### src/sv/lcal_pkg.sv
// Shared types, constants and helper functions of the binary lifting ancestor engine.
package lcal_pkg;

	localparam int NODES   = 1024;
	localparam int LEVELS  = 10;

	localparam int MODE_W  = 2;
	localparam int NODE_W  = 10;
	localparam int ID_W    = 11;
	localparam int DEPTH_W = 10;
	localparam int COUNT_W = 10;
	localparam int WIDE_W  = 17;
	localparam int IDX_W   = $clog2(NODES);
	localparam int LVL_W   = (LEVELS > 1) ? $clog2(LEVELS) : 1;

	typedef logic [NODE_W-1:0]  node_t;
	typedef logic [ID_W-1:0]    id_t;
	typedef logic [DEPTH_W-1:0] depth_t;
	typedef logic [COUNT_W-1:0] count_t;
	typedef logic [WIDE_W-1:0]  wide_t;
	typedef logic [IDX_W-1:0]   idx_t;
	typedef logic [LVL_W-1:0]   lvl_t;
	typedef logic [LEVELS-1:0]  bank_mask_t;

	typedef enum logic [MODE_W-1:0] {
		MODE_LOAD  = 2'd0,
		MODE_BUILD = 2'd1,
		MODE_QUERY = 2'd2,
		MODE_NONE  = 2'd3
	} mode_t;

	localparam id_t    NONE_ID     = 11'h7FF;
	localparam count_t COUNT_RESET = 10'd1023;
	localparam lvl_t   LVL_TOP     = lvl_t'(LEVELS - 1);
	localparam idx_t   IDX_LAST    = idx_t'(NODES - 1);

	// Datapath commands issued by the controller, one per cycle.
	typedef enum logic [4:0] {
		OP_NONE,
		OP_CLEAR,
		OP_CAPTURE,
		OP_LOAD,
		OP_BUILD_INIT,
		OP_BUILD_READ,
		OP_BUILD_FOLLOW,
		OP_BUILD_WRITE,
		OP_DEPTH_READ,
		OP_ORDER,
		OP_LIFT_STEP,
		OP_LIFT_TAKE,
		OP_JUMP_INIT,
		OP_JUMP_READ,
		OP_JUMP_TAKE,
		OP_PARENT_READ,
		OP_PARENT_TAKE,
		OP_EMIT
	} dp_op_t;

	typedef struct packed {
		mode_t mode;
		logic  clear_last;
		logic  build_empty;
		logic  build_last;
		logic  diff_zero;
		logic  diff_bit;
		logic  u_eq_v;
		logic  lvl_zero;
		logic  out_free;
	} dp_status_t;

	// Depth difference bits at or above LEVELS take no part in the lift.
	function automatic depth_t diff_mask();
		depth_t m;
		for (int i = 0; i < DEPTH_W; i++) begin
			m[i] = (i < LEVELS);
		end
		return m;
	endfunction

	localparam depth_t DIFF_MASK = diff_mask();

	function automatic logic is_node(id_t id);
		return (id != NONE_ID) && (wide_t'(id) < wide_t'(NODES));
	endfunction

	function automatic idx_t idx_of(id_t id);
		wide_t w;
		w = wide_t'(id);
		return w[IDX_W-1:0];
	endfunction

endpackage

### src/sv/lcal_ctrl.sv
// Controller state machine: sequences clear, load, build and query over the datapath.
module lcal_ctrl (
	input  logic                 clk,
	input  logic                 arst_n,
	input  logic                 in_valid,
	output logic                 in_ready,
	input  lcal_pkg::dp_status_t status,
	output lcal_pkg::dp_op_t     op
);

	typedef enum logic [14:0] {
		S_CLEAR    = 15'h0001,
		S_IDLE     = 15'h0002,
		S_DISPATCH = 15'h0004,
		S_B_RD     = 15'h0008,
		S_B_MID    = 15'h0010,
		S_B_WR     = 15'h0020,
		S_Q_ORDER  = 15'h0040,
		S_Q_LIFT   = 15'h0080,
		S_Q_LTAKE  = 15'h0100,
		S_Q_CMP    = 15'h0200,
		S_Q_JUMP   = 15'h0400,
		S_Q_JTAKE  = 15'h0800,
		S_Q_PARENT = 15'h1000,
		S_Q_ANS    = 15'h2000,
		S_DONE     = 15'h4000
	} state_t;

	state_t state_q;
	state_t state_next;

	always_ff @(posedge clk or negedge arst_n) begin
		if (!arst_n) begin
			state_q <= S_CLEAR;
		end else begin
			state_q <= state_next;
		end
	end

	always_comb begin
		state_next = state_q;
		op         = lcal_pkg::OP_NONE;
		in_ready   = 1'b0;
		unique case (state_q)
			S_CLEAR: begin
				op = lcal_pkg::OP_CLEAR;
				if (status.clear_last) begin
					state_next = S_IDLE;
				end
			end
			S_IDLE: begin
				in_ready = 1'b1;
				if (in_valid) begin
					op         = lcal_pkg::OP_CAPTURE;
					state_next = S_DISPATCH;
				end
			end
			S_DISPATCH: begin
				unique case (status.mode)
					lcal_pkg::MODE_LOAD: begin
						op         = lcal_pkg::OP_LOAD;
						state_next = S_DONE;
					end
					lcal_pkg::MODE_BUILD: begin
						if (status.build_empty) begin
							state_next = S_DONE;
						end else begin
							op         = lcal_pkg::OP_BUILD_INIT;
							state_next = S_B_RD;
						end
					end
					lcal_pkg::MODE_QUERY: begin
						op         = lcal_pkg::OP_DEPTH_READ;
						state_next = S_Q_ORDER;
					end
					default: begin
						state_next = S_DONE;
					end
				endcase
			end
			S_B_RD: begin
				op         = lcal_pkg::OP_BUILD_READ;
				state_next = S_B_MID;
			end
			S_B_MID: begin
				op         = lcal_pkg::OP_BUILD_FOLLOW;
				state_next = S_B_WR;
			end
			S_B_WR: begin
				op         = lcal_pkg::OP_BUILD_WRITE;
				state_next = status.build_last ? S_DONE : S_B_RD;
			end
			S_Q_ORDER: begin
				op         = lcal_pkg::OP_ORDER;
				state_next = S_Q_LIFT;
			end
			S_Q_LIFT: begin
				// stop as soon as no depth difference bits remain
				if (status.diff_zero) begin
					state_next = S_Q_CMP;
				end else begin
					op = lcal_pkg::OP_LIFT_STEP;
					if (status.diff_bit) begin
						state_next = S_Q_LTAKE;
					end
				end
			end
			S_Q_LTAKE: begin
				op         = lcal_pkg::OP_LIFT_TAKE;
				state_next = S_Q_LIFT;
			end
			S_Q_CMP: begin
				op         = lcal_pkg::OP_JUMP_INIT;
				state_next = status.u_eq_v ? S_DONE : S_Q_JUMP;
			end
			S_Q_JUMP: begin
				op         = lcal_pkg::OP_JUMP_READ;
				state_next = S_Q_JTAKE;
			end
			S_Q_JTAKE: begin
				op         = lcal_pkg::OP_JUMP_TAKE;
				state_next = status.lvl_zero ? S_Q_PARENT : S_Q_JUMP;
			end
			S_Q_PARENT: begin
				op         = lcal_pkg::OP_PARENT_READ;
				state_next = S_Q_ANS;
			end
			S_Q_ANS: begin
				op         = lcal_pkg::OP_PARENT_TAKE;
				state_next = S_DONE;
			end
			S_DONE: begin
				if (status.out_free) begin
					op         = lcal_pkg::OP_EMIT;
					state_next = S_IDLE;
				end
			end
			default: begin
				state_next = S_IDLE;
			end
		endcase
	end

endmodule

### config.mk
export PLATFORM = sky130hd
export DESIGN_NAME = lcal_ctrl
export DESIGN_NICKNAME = d
export VERILOG_FILES = /design/src/sv/lcal_pkg.sv /design/src/sv/lcal_ctrl.sv
export SDC_FILE = /design/constraint.sdc
export NUM_CORES = 1
export LEC_CHECK = 0
export ABC_AREA = 1
export BUFFER_PORTS_ARGS = -buffer_cell sky130_fd_sc_hd__clkbuf_2
export CAP_MARGIN = 0
export CORE_MARGIN = 10
export CORE_UTILIZATION = 53
export CTS_BUF_LIST = sky130_fd_sc_hd__clkbuf_16
export DETAILED_ROUTE_END_ITERATION = 10
export GPL_ROUTABILITY_DRIVEN = 0
export HOLD_SLACK_MARGIN = 0.06
export PLACE_DENSITY = 0.81
export SKIP_CTS_REPAIR_TIMING = 1
export SLEW_MARGIN = 10
export SYNTH_ARGS = -nofsm -noshare
export SYNTH_HDL_FRONTEND = slang
export SYNTH_SLANG_ARGS = --single-unit
### constraint.sdc
create_clock -name clk -period 2.15 [get_ports clk]
set_clock_uncertainty 0.2 [all_clocks]
set_input_delay 0.215 -clock clk [delete_from_list [all_inputs] [get_ports clk]]
set_output_delay 0.215 -clock clk [all_outputs]
set_load 0.02 [all_outputs]
==> flow_summary.toml <==
[cells_and_area]
fin_nets = 221
layout-drive-gt1-share_pct = 35.1
n_antenna_cell = 0
syn_to_final_growth_pct = 35.4
largest_register_ffs = 15
reg_top3 = "state_q: 15 flops"
regMostFlops = "state_q"
finalInstanceArea_um2 = 1630
final_cells = 230

[die]
initial_core_util_pct = 55.1
io_pins = 19
die_area_um2 = 4580
die_y_um = 67.7
rows = 17
die_x_um = 67.7
coreArea_um2 = 2190

[worst_hold_path]
min_path_type = "in2reg"
min_from = "status[4]"

[synth]
synth_nets = 185
ys_warn_count = 0
synthCells = 167
ys_ff_latch = 15
synth-seq-area-share_pct = 31.2
synthesis.area_um2 = 1210
synth.avg_cell_area_um2 = 7.22
synth.distinct_cells = 25

[clocking]
numCtsBuffers = 3
cts_tree = "done"
insertion_delay_ps = 250
clockBufferDepth = 2
cts_htree_levels = 1
clkSlewWorstSetupHoldPaths_ps = 50
clock-root-buffer = "clkbuf_16"
clock-sinks = 15

[global_routing]
grt_util_all_layers_pct = 13.9
grt_pass1_wl_um = 4820
grt_max_degree = 16
grt-ovfl-total = 0
antenna_found_initial = 0
first_global_vias = 1133

[place]
hpwl_um = 2310
dp_slack_ps = 234
dp_cells = 213
port_buffers = 18
place_area_um2 = 1330

[sta]
min_period_over_period_pct = 102
worst_slew_pin_slew_ps = 402
worst_slack_ps = -33.8
rsz0062_at_grt = "yes"
finalSetupViolations = 2
timing.fmax_mhz = 458
drv_slew = 0
period_minus_slack_ps = 2180
hold_viol = 0
relSlewSlack_pct = 73.0

[setup_path]
worstPathRequired_ps = 1740
cp_slowest_cell = "dfstp_2"
cp-end-kind = "output port"
arrival_ps = 1770
crit_type = "reg2out"
r2r-start = "state_q[9]$_DFFE_PN0P_"
critPathBufInv = 2
crit_family = "simple AND/OR/NAND/NOR gates"
startpoint = "state_q[0]$_DFFE_PN1P_"
max_stage_delay_ps = 550
crit_fanout = 4
crit_chain = "nor2_4, nand2_4, inv_4, nand2_4, nor2_4, nand2_2, nand2_2, nor3_4, nand2_1, buf_6"
worst_setup_path_start_kind = "register"

[routing]
num_vias = 1197
viasPerCell = 5.20
wl_per_cell_um = 14.4
finalWirelength_um = 3310
drt_iter0_markers = 92
drc = 0
ant_nets = 0
detail_route.first_pass.iterations = 4

[outcome]
violations = "negative setup slack"
status = "complete, but fails checks"

[power_and_ir_drop]
p_leak_nw = 0.940
peakVddDrop_uv = 626
power_density_nw_per_um2 = 855

[job]
max-cap-violations = 0
worst register-to-register path: cells and delay by family, from the launching register on:
kind / cells / cell delay [ps]
buffers and inverters: 1 / 160
flip-flops: 1 / 410
AND/OR/NAND/NOR: 8 / 940
layout make-up:
type	count	area [um2]
clock buffer	3	75.1
sequential	15	377
clock inverter	1	3.75
fill	159	558
tap	28	35.0
timing repair buffer	32	246
multi-input combinational	116	762
inverter	35	134
placed cells by master, fill, tap and decap left out, types with 2 or more instances in the layout:
cell           Yosys  final
buf_6              0      3
nor2_1            24     20
nor2_4             4      9
nand2_4            3      5
nand2_2            6      7
nand4_1            2      2
clkbuf_16          0      3
nand3_1           12      9
nor3_1             9      7
o21ai_0            5      5
nand2_1           29     26
inv_2              2      4
dlygate4sd3_1      0      7
nor3_2             1      2
ha_1               5      5
dfrtp_1           14     14
nor2_2             8      7
nand3_2            0      3
inv_1             33     31
clkbuf_2           0     14
buf_4              0      7
where the power goes:
part | switching (mW) | internal (mW) | leakage [nW] | total [mW]
combinational | 0.430 | 0.260 | 0.696 | 0.689
clock | 0.118 | 0.247 | 0.0423 | 0.365
sequential | 0.0315 | 0.309 | 0.202 | 0.341
total | 0.580 | 0.816 | 0.940 | 1.40
final timing paths:
kind,end,slack [ps],depth (start not counted)
min in group asynchronous,state_q[7]$_DFFE_PN0P_,220,2
setup reg to reg,state_q[1]$_DFFE_PN0P_,340,9
max in group asynchronous,state_q[0]$_DFFE_PN1P_,1220,2
hold / removal,state_q[9]$_DFFE_PN0P_,40,3
setup / recovery,op[2],-30,10
hold reg to reg,state_q[13]$_DFFE_PN0P_,430,2
cells in the mapped netlist:
cell type | count | area (um2)
a21boi_1 | 1 | 7.51
buf_12 | 1 | 20.0
dfrtp_1 | 14 | 350
dfstp_2 | 1 | 26.3
ha_1 | 5 | 62.6
inv_1 | 33 | 124
inv_2 | 2 | 7.51
nand2_1 | 29 | 109
nand2_2 | 6 | 37.5
nand2_4 | 3 | 33.8
nand3_1 | 12 | 60.1
nand3_4 | 1 | 17.5
nand3b_1 | 1 | 7.51
nand3b_4 | 1 | 20.0
nand4_1 | 2 | 12.5
nand4_4 | 1 | 21.3
nor2_1 | 24 | 90.1
nor2_2 | 8 | 50.1
nor2_4 | 4 | 45.0
nor3_1 | 9 | 45.0
nor3_2 | 1 | 10.0
nor3b_1 | 1 | 7.51
o211a_1 | 1 | 10.0
o21ai_0 | 5 | 25.0
o22ai_1 | 1 | 6.26
logic make-up after synthesis:
kind of cell             count (synthesis)  share of synthesized area [%]
AND/OR/NAND/NOR                        103                           47.0
buffers and inverters                   36                           12.6
flip-flops                              15                           31.2
AO/OA/AOI/OAI                            8                           4.05
adder cells (fa/ha/maj)                  5                           5.19
through the flow:
step                utilization [%]  hold WS, ps  TNS (ps)  power (mW)
floorplan                         -         -281         0       0.752
global placement               60.8        -49.3         0       0.869
detailed placement             60.8        -46.0         0       0.886
CTS                            64.4         -310     -92.5        1.25
global route                   74.5         78.8      -425        1.47
finish                         74.5         35.9     -64.5        1.40
routing by layer:
metal	part of all wire [%]	global-route usage (%)	routed length, um
met1	38	14.5	1250
met2	53	24.5	1740
met5	0	0	0
met3	7.6	3.80	251
met4	2.1	7.69	68
Note: power is estimated with default switching activity, not from simulation.
